==> src/rtl/core/hsv_to_rgb_converter_macros.svh <==
// Assertion helpers used by the color converter top level.
`ifndef HSV_TO_RGB_CONVERTER_MACROS_SVH
`define HSV_TO_RGB_CONVERTER_MACROS_SVH

// Check that a condition implies a consequent (which may carry a delay).
`define HSV_ASSERT_IMPL(label, clock, resetn, ante, cons) \
    label: assert property (@(posedge clock) disable iff (!resetn) (ante) |-> cons) \
        else $error("hsv_to_rgb_converter: implication check failed");

// Check that a condition never holds.
`define HSV_ASSERT_NEVER(label, clock, resetn, cond) \
    label: assert property (@(posedge clock) disable iff (!resetn) !(cond)) \
        else $error("hsv_to_rgb_converter: forbidden condition seen");

`endif

==> src/rtl/core/hsv_pkg.sv <==
`default_nettype none

package hsv_pkg;

    // One input item: hue in degrees, saturation and value in percent
    typedef struct packed {
        logic [8:0] hue;
        logic [6:0] saturation;
        logic [6:0] brightness;
    } hsv_in_t;

    // One result item
    typedef struct packed {
        logic [7:0] red;
        logic [7:0] green;
        logic [7:0] blue;
    } hsv_out_t;

    // Per-channel weight k: channel numerator is V*6000 - S*V*k
    typedef struct packed {
        logic [5:0] red;
        logic [5:0] green;
        logic [5:0] blue;
    } hsv_k_t;

    // Per-channel numerator over the common denominator 600000
    typedef struct packed {
        logic signed [20:0] red;
        logic signed [20:0] green;
        logic signed [20:0] blue;
    } hsv_num_t;

    // Hue sector bounds
    localparam logic [8:0] HUE_60  = 9'd60;
    localparam logic [8:0] HUE_120 = 9'd120;
    localparam logic [8:0] HUE_180 = 9'd180;
    localparam logic [8:0] HUE_240 = 9'd240;
    localparam logic [8:0] HUE_300 = 9'd300;
    localparam logic [8:0] HUE_360 = 9'd360;
    localparam logic [8:0] HUE_480 = 9'd480;

    // Weights: chroma term, ramp term is the gap from the ramp peak, zero term
    localparam logic [5:0] K_CHROMA = 6'd0;
    localparam logic [5:0] K_ZERO   = 6'd60;

    // Value scale: V*6000 is the value fraction over 600000
    localparam logic [19:0] V_SCALE = 20'd6000;

    // num*255/600000 == num*17/40000
    localparam logic [23:0] DIV_DEN   = 24'd40000;
    localparam logic [16:0] DIV_RECIP = 17'd107374;  // floor(2^32 / 40000)
    localparam int          DIV_SHIFT = 32;
    // Smallest numerator whose channel would exceed 255
    localparam logic signed [20:0] NUM_SAT = 21'sd602353;

    localparam logic [7:0] CHAN_MAX = 8'd255;

    // Place chroma, ramp and zero on the channels by hue sector
    function automatic hsv_k_t hsv_weights(input logic [8:0] hue, input logic [5:0] ramp_gap);
        hsv_k_t k;
        if (hue < HUE_60) begin
            k = '{red: K_CHROMA, green: ramp_gap, blue: K_ZERO};
        end else if (hue < HUE_120) begin
            k = '{red: ramp_gap, green: K_CHROMA, blue: K_ZERO};
        end else if (hue < HUE_180) begin
            k = '{red: K_ZERO, green: K_CHROMA, blue: ramp_gap};
        end else if (hue < HUE_240) begin
            k = '{red: K_ZERO, green: ramp_gap, blue: K_CHROMA};
        end else if (hue < HUE_300) begin
            k = '{red: ramp_gap, green: K_ZERO, blue: K_CHROMA};
        end else begin
            k = '{red: K_CHROMA, green: K_ZERO, blue: ramp_gap};
        end
        return k;
    endfunction

endpackage

`default_nettype wire

==> src/rtl/core/hsv_front.sv <==
`default_nettype none

module hsv_front
    import hsv_pkg::*;
(
    input  wire logic     clk,
    input  wire logic     rst_n,
    input  wire logic     in_valid,
    input  wire hsv_in_t  in_item,
    output logic          out_valid,
    output hsv_num_t      out_num
);

    logic [8:0]  hue_base;
    logic [6:0]  hue_mod;
    logic [5:0]  ramp_gap;

    logic        valid1_reg;
    logic [13:0] sv_reg;
    logic [13:0] sv_next;
    logic [19:0] vscaled_reg;
    logic [19:0] vscaled_next;
    hsv_k_t      k_reg;
    hsv_k_t      k_next;

    logic        valid2_reg;
    hsv_num_t    num_reg;
    hsv_num_t    num_next;

    // Fold hue into 0..119 and take the distance from the ramp peak
    always_comb
    begin
        if (in_item.hue >= HUE_480) begin
            hue_base = HUE_480;
        end else if (in_item.hue >= HUE_360) begin
            hue_base = HUE_360;
        end else if (in_item.hue >= HUE_240) begin
            hue_base = HUE_240;
        end else if (in_item.hue >= HUE_120) begin
            hue_base = HUE_120;
        end else begin
            hue_base = '0;
        end
        hue_mod = 7'(in_item.hue - hue_base);
        if (hue_mod >= 7'(HUE_60)) begin
            ramp_gap = 6'(hue_mod - 7'(HUE_60));
        end else begin
            ramp_gap = 6'(7'(HUE_60) - hue_mod);
        end
        k_next       = hsv_weights(in_item.hue, ramp_gap);
        sv_next      = 14'(in_item.saturation) * 14'(in_item.brightness);
        vscaled_next = 20'(in_item.brightness) * V_SCALE;
    end

    // Form each channel numerator V*6000 - S*V*k
    always_comb
    begin
        num_next.red   = 21'({1'b0, vscaled_reg}) - 21'(20'(sv_reg) * 20'(k_reg.red));
        num_next.green = 21'({1'b0, vscaled_reg}) - 21'(20'(sv_reg) * 20'(k_reg.green));
        num_next.blue  = 21'({1'b0, vscaled_reg}) - 21'(20'(sv_reg) * 20'(k_reg.blue));
    end

    // Advance valid bits
    always_ff @(posedge clk or negedge rst_n)
    begin
        if (!rst_n) begin
            valid1_reg <= 1'b0;
            valid2_reg <= 1'b0;
        end else begin
            valid1_reg <= in_valid;
            valid2_reg <= valid1_reg;
        end
    end

    // Advance payload
    always_ff @(posedge clk)
    begin
        sv_reg      <= sv_next;
        vscaled_reg <= vscaled_next;
        k_reg       <= k_next;
        num_reg     <= num_next;
    end

    assign out_valid = valid2_reg;
    assign out_num   = num_reg;

endmodule

`default_nettype wire

==> src/rtl/core/hsv_scale.sv <==
`default_nettype none

module hsv_scale
    import hsv_pkg::*;
(
    input  wire logic               clk,
    input  wire logic signed [20:0] num,
    output logic             [7:0]  chan
);

    logic        zero_next;
    logic        sat_next;
    logic [23:0] n17_next;
    logic        zero3_reg;
    logic        sat3_reg;
    logic [23:0] n17_3_reg;

    logic [40:0] prod;
    logic [8:0]  q0_next;
    logic        zero4_reg;
    logic        sat4_reg;
    logic [23:0] n17_4_reg;
    logic [8:0]  q0_reg;

    logic [24:0] rem;
    logic [8:0]  quot;
    logic [7:0]  chan_next;
    logic [7:0]  chan_reg;

    // Flag the clamp cases and scale the magnitude by 17
    always_comb
    begin
        zero_next = num[20] || (num == '0);
        sat_next  = (num >= NUM_SAT);
        n17_next  = {num[19:0], 4'b0000} + {4'b0000, num[19:0]};
    end

    // Estimate the quotient by reciprocal; it is exact or one short
    always_comb
    begin
        prod    = 41'(n17_3_reg) * 41'(DIV_RECIP);
        q0_next = prod[DIV_SHIFT +: 9];
    end

    // Correct the estimate and apply the clamps
    always_comb
    begin
        rem  = {1'b0, n17_4_reg} - 25'(24'(q0_reg) * DIV_DEN);
        quot = q0_reg + 9'(rem >= {1'b0, DIV_DEN});
        if (zero4_reg) begin
            chan_next = '0;
        end else if (sat4_reg) begin
            chan_next = CHAN_MAX;
        end else begin
            chan_next = quot[7:0];
        end
    end

    // Advance payload through the three stages
    always_ff @(posedge clk)
    begin
        zero3_reg <= zero_next;
        sat3_reg  <= sat_next;
        n17_3_reg <= n17_next;
        zero4_reg <= zero3_reg;
        sat4_reg  <= sat3_reg;
        n17_4_reg <= n17_3_reg;
        q0_reg    <= q0_next;
        chan_reg  <= chan_next;
    end

    assign chan = chan_reg;

endmodule

`default_nettype wire

==> src/rtl/core/hsv_to_rgb_converter.sv <==
// Channel   Direction  Handshake          Payload
// command   in         start / busy       item   (hsv_in_t: hue, saturation, brightness)
// result    out        done (one cycle)   result (hsv_out_t: red, green, blue)
//
// One item is taken every cycle; busy is never raised.
// Each result is formed in a pipeline: two stages form the channel
// numerators (sector weights, S*V product, then V*6000 - S*V*k), three stages
// scale by 255/600000 (clamp flags, reciprocal multiply, correction).
// Reset clears only the valid bits; no state outlives an item.
// The receiver cannot stall, so done is a single-cycle strobe per item.
`default_nettype none
`include "hsv_to_rgb_converter_macros.svh"

module hsv_to_rgb_converter
    import hsv_pkg::*;
(
    input  wire logic    clk,
    input  wire logic    rst_n,
    input  wire logic    start,
    output logic         busy,
    input  wire hsv_in_t item,
    output logic         done,
    output hsv_out_t     result
);

    logic     front_valid;
    hsv_num_t front_num;
    logic [2:0] vpipe_reg;
    logic [2:0] vpipe_next;

    // Numerator stages
    hsv_front u_front (
        .clk       (clk),
        .rst_n     (rst_n),
        .in_valid  (start),
        .in_item   (item),
        .out_valid (front_valid),
        .out_num   (front_num)
    );

    // Scaling stages, one per channel
    hsv_scale u_scale_red (
        .clk  (clk),
        .num  (front_num.red),
        .chan (result.red)
    );

    hsv_scale u_scale_green (
        .clk  (clk),
        .num  (front_num.green),
        .chan (result.green)
    );

    hsv_scale u_scale_blue (
        .clk  (clk),
        .num  (front_num.blue),
        .chan (result.blue)
    );

    // Carry valid alongside the scaling stages
    assign vpipe_next = {vpipe_reg[1:0], front_valid};

    always_ff @(posedge clk or negedge rst_n)
    begin
        if (!rst_n) begin
            vpipe_reg <= '0;
        end else begin
            vpipe_reg <= vpipe_next;
        end
    end

    assign done = vpipe_reg[2];
    assign busy = 1'b0;

    // Every item yields one result, and nothing else does
    `HSV_ASSERT_IMPL(a_result_follows, clk, rst_n, start, ##5 done)
    `HSV_ASSERT_IMPL(a_no_spurious, clk, rst_n, !start, ##5 !done)
    // Zero brightness gives black
    `HSV_ASSERT_NEVER(a_dark_is_black, clk, rst_n, done && ($past(item.brightness, 5) == '0) && (result != '0))

endmodule

`default_nettype wire
==> config.mk <==
export PLATFORM = sky130hd
export DESIGN_NAME = hsv_to_rgb_converter
export DESIGN_NICKNAME = d
export VERILOG_FILES = /design/src/rtl/core/hsv_pkg.sv /design/src/rtl/core/hsv_front.sv /design/src/rtl/core/hsv_scale.sv /design/src/rtl/core/hsv_to_rgb_converter.sv
export VERILOG_INCLUDE_DIRS = /design/src /design/src/rtl/core
export SDC_FILE = /design/constraint.sdc
export NUM_CORES = 2
export LEC_CHECK = 0
export BUFFER_PORTS_ARGS = -buffer_cell sky130_fd_sc_hd__buf_4
export CAP_MARGIN = 20
export CORE_UTILIZATION = 30
export DETAILED_ROUTE_END_ITERATION = 7
export GPL_ROUTABILITY_DRIVEN = 0
export GPL_TIMING_DRIVEN = 0
export PLACE_DENSITY = 0.52
export SLEW_MARGIN = 30
export SYNTH_ARGS = -nofsm -noshare
export SYNTH_HDL_FRONTEND = slang
export SYNTH_SLANG_ARGS = --single-unit
==> constraint.sdc <==
create_clock -name clk -period 11.9 [get_ports clk]
set_clock_uncertainty 0.2 [all_clocks]
set_input_delay 0.595 -clock clk [delete_from_list [all_inputs] [get_ports clk]]
set_output_delay 0.595 -clock clk [all_outputs]
set_load 0.005 [all_outputs]
==> results.toml <==
[timing]
fin_crit_sh_pct = 66.9
slew_headroom_pct = 42.4
rsz0062_at_grt = "no"
setup_viol = 0
tightest_slew_ns = 0.857
fin_crit_ns = 7.96
hold_viol = 0
setup_ws_ns = 3.94
fmax_mhz = 126
fin_tns_setup_ns = 0
maxSlewViolCount = 0

[critical_path]
worst-path-max-fanout = 7
cp-end-kind = "register"
ff2ff_path_depth = 31
worstReg2RegStart = "u_scale_blue.q0_reg[0]"
slowest_delay_ns = 0.64
cp-start-kind = "register"
rrSetupSlack_ns = 3.94
crit_type = "register to register"
reg2reg_to = "u_scale_blue.chan[6]"
crit_path_start = "u_scale_blue.q0_reg[0]"
slowest_stage = "dfxtp_1"
cp_common_cell = "ha_1"
crit_required_ns = 12.18
worstPathArrival_ns = 8.24
crit_end = "u_scale_blue.chan[6]"

[cells_and_area]
finalInstanceArea_mm2 = 0.0516
areaGrowthSynthToFinish_pct = 9.35
fillerInstances = 16000
finalNonFillerCells = 7024
layout-drive-gt1-share_pct = 2.96
largest_reg_flops = 63
nets = 6584
diodes = 0

[global_route]
track_usage_pct = 14.0
grt_pass1_vias = 34000
grt-ovfl-total = 0
grt_max_degree = 14
grt_pass1_wl_um = 178000
met2_usage_pct = 22.7
top_usage_layer = "met2"
met1_usage_pct = 19.7
use_met3_pct = 1.58
antenna_found_initial = 3

[placed_design]
io_buffers = 50
post-place-ws_ns = 3.91
dp_cells = 6949
place_hpwl_um = 94600
dpl_cell_area_mm2 = 0.0501

[floorplan]
rows = 145
die_h_um = 398
io-pin-count = 52
initial_core_util_pct = 30.2
die_area_mm2 = 0.159
fp.dieW_um = 398
coreArea_mm2 = 0.156

[detailed_routing]
vias_per_cell = 4.52
routedWlPerCell_um = 15.3
drt-initial-drc-count = 1223
vias = 31800
ant_nets = 0
drt-total-wl_um = 107000
drc = 0
dr.pass1.iters = 5

[logic_synthesis]
yosys.area.top_type = "fa_1"
postSynthNetCount = 6489
synth.most_common_cell = "inv_1"
synth_cells = 4841
postSynthAreaPerCell_um2 = 9.74
postSynth.asyncResetShare_pct = 1.64
ys.flop_type = "dfxtp_1"
ys_ff_latch = 305
synth_top_area_share_pct = 32.7
synth-edff-count = 0
synth_commonest_cells = "inv_1, ha_1, fa_1, dfxtp_1, nand2_1"
ys_types = 81
yosysWarnings = 0
synth_area_mm2 = 0.0472
yosys-top-cells-area = "fa_1, ha_1, dfxtp_1"
synth_seq_area_share_pct = 13.0

[hold_path]
min_path_type = "input pin to register"

[clock_tree]
cts_hold_buf = 2
cts_setup_buffers = 0
tritoncts = "yes"
cts_max_path_buffers = 3
path_clk_slew_ns = 0.05
clock_sinks = 305
cts_root_buffer = "clkbuf_16"
cts_htree_levels = 2
clk_latency_ns = 0.62
post_cts_resize_count = 0
cts_made_buffers = 41

[job]
cap_viol_max_count = 0

[status]
status = "completed"
[layout make-up]
class	count	area, µm²	share of cell area [%]
well taps	2058	2570	4.99
flip-flops and latches	305	6130	11.9
clock buffers	61	1250	2.43
multi-input cells	3334	36500	70.8
plain buffers	43	165	0.320
repair buffers	52	395	0.767
clock inverters	12	186	0.361
inverters	1159	4350	8.44
[layer usage]
metal,vias up,wire [µm]
li1,15600,-
met1,15600,52400
met2,393,48600
met3,113,3520
met4,0,2550
met5,-,0
[worst min-delay path by stage]
| stage | from | to | slack (ns) | cells past startpoint |
|---|---|---|---|---|
| floorplan | rst_n | u_front.out_valid | 0.1 | 0 |
| global placement | u_scale_blue.zero3_reg | u_scale_blue.zero4_reg | 0.12 | 0 |
| detailed placement | u_scale_blue.zero3_reg | u_scale_blue.zero4_reg | 0.12 | 0 |
| CTS | item[0] | u_front.vscaled_reg[4] | 0.03 | 1 |
| global route | item[0] | u_front.vscaled_reg[4] | 0.06 | 1 |
| finish | item[0] | u_front.vscaled_reg[4] | 0.06 | 1 |
[cells in the final DEF (no fill, tap or decap), drive strengths merged, types with 31 or more instances in the layout]
cell	count
nand3	42
o21ai	118
a21o	56
o21a	31
a21oi	186
buf	51
nor2	165
nor3	68
nor2b	37
dfxtp	300
inv	1163
ha	852
xor2	77
fa	770
xnor2	150
and2	193
clkbuf	103
nand2	216
[per-stage QoR]
stage,util [%],hold WS [ns]
finish,33.0,0.0630
global route,33.0,0.0600
CTS,33.0,0.0321
detailed placement,32.1,0.119
global placement,32.1,0.125
floorplan,-,0.0994
[critical path: cells and delay by family (launching register included)]
kind / cells / cell delay [ns]
xor gates and xnor gates: 2 / 0.30
and+or+nand+nor: 4 / 0.95
AOI/OAI and AO/OA: 13 / 2.74
DFF: 1 / 0.64
buffers and inverters: 4 / 0.35
adders and majority gates: 8 / 2.64
[logic make-up after synthesis]
family                     after synthesis  share of synthesized area (%)
other                                    1                        0.00795
DFF                                    305                           13.0
and+or+nand+nor                        878                           9.47
xor gates and xnor gates               227                           4.22
AOI/OAI and AO/OA                      595                           8.21
muxes                                   10                          0.218
adders and majority gates             1623                           55.3
buffers and inverters                 1202                           9.57
Power is not shown: default switching activity piles up to over one toggle a cycle in this logic, so the estimate is an artifact.
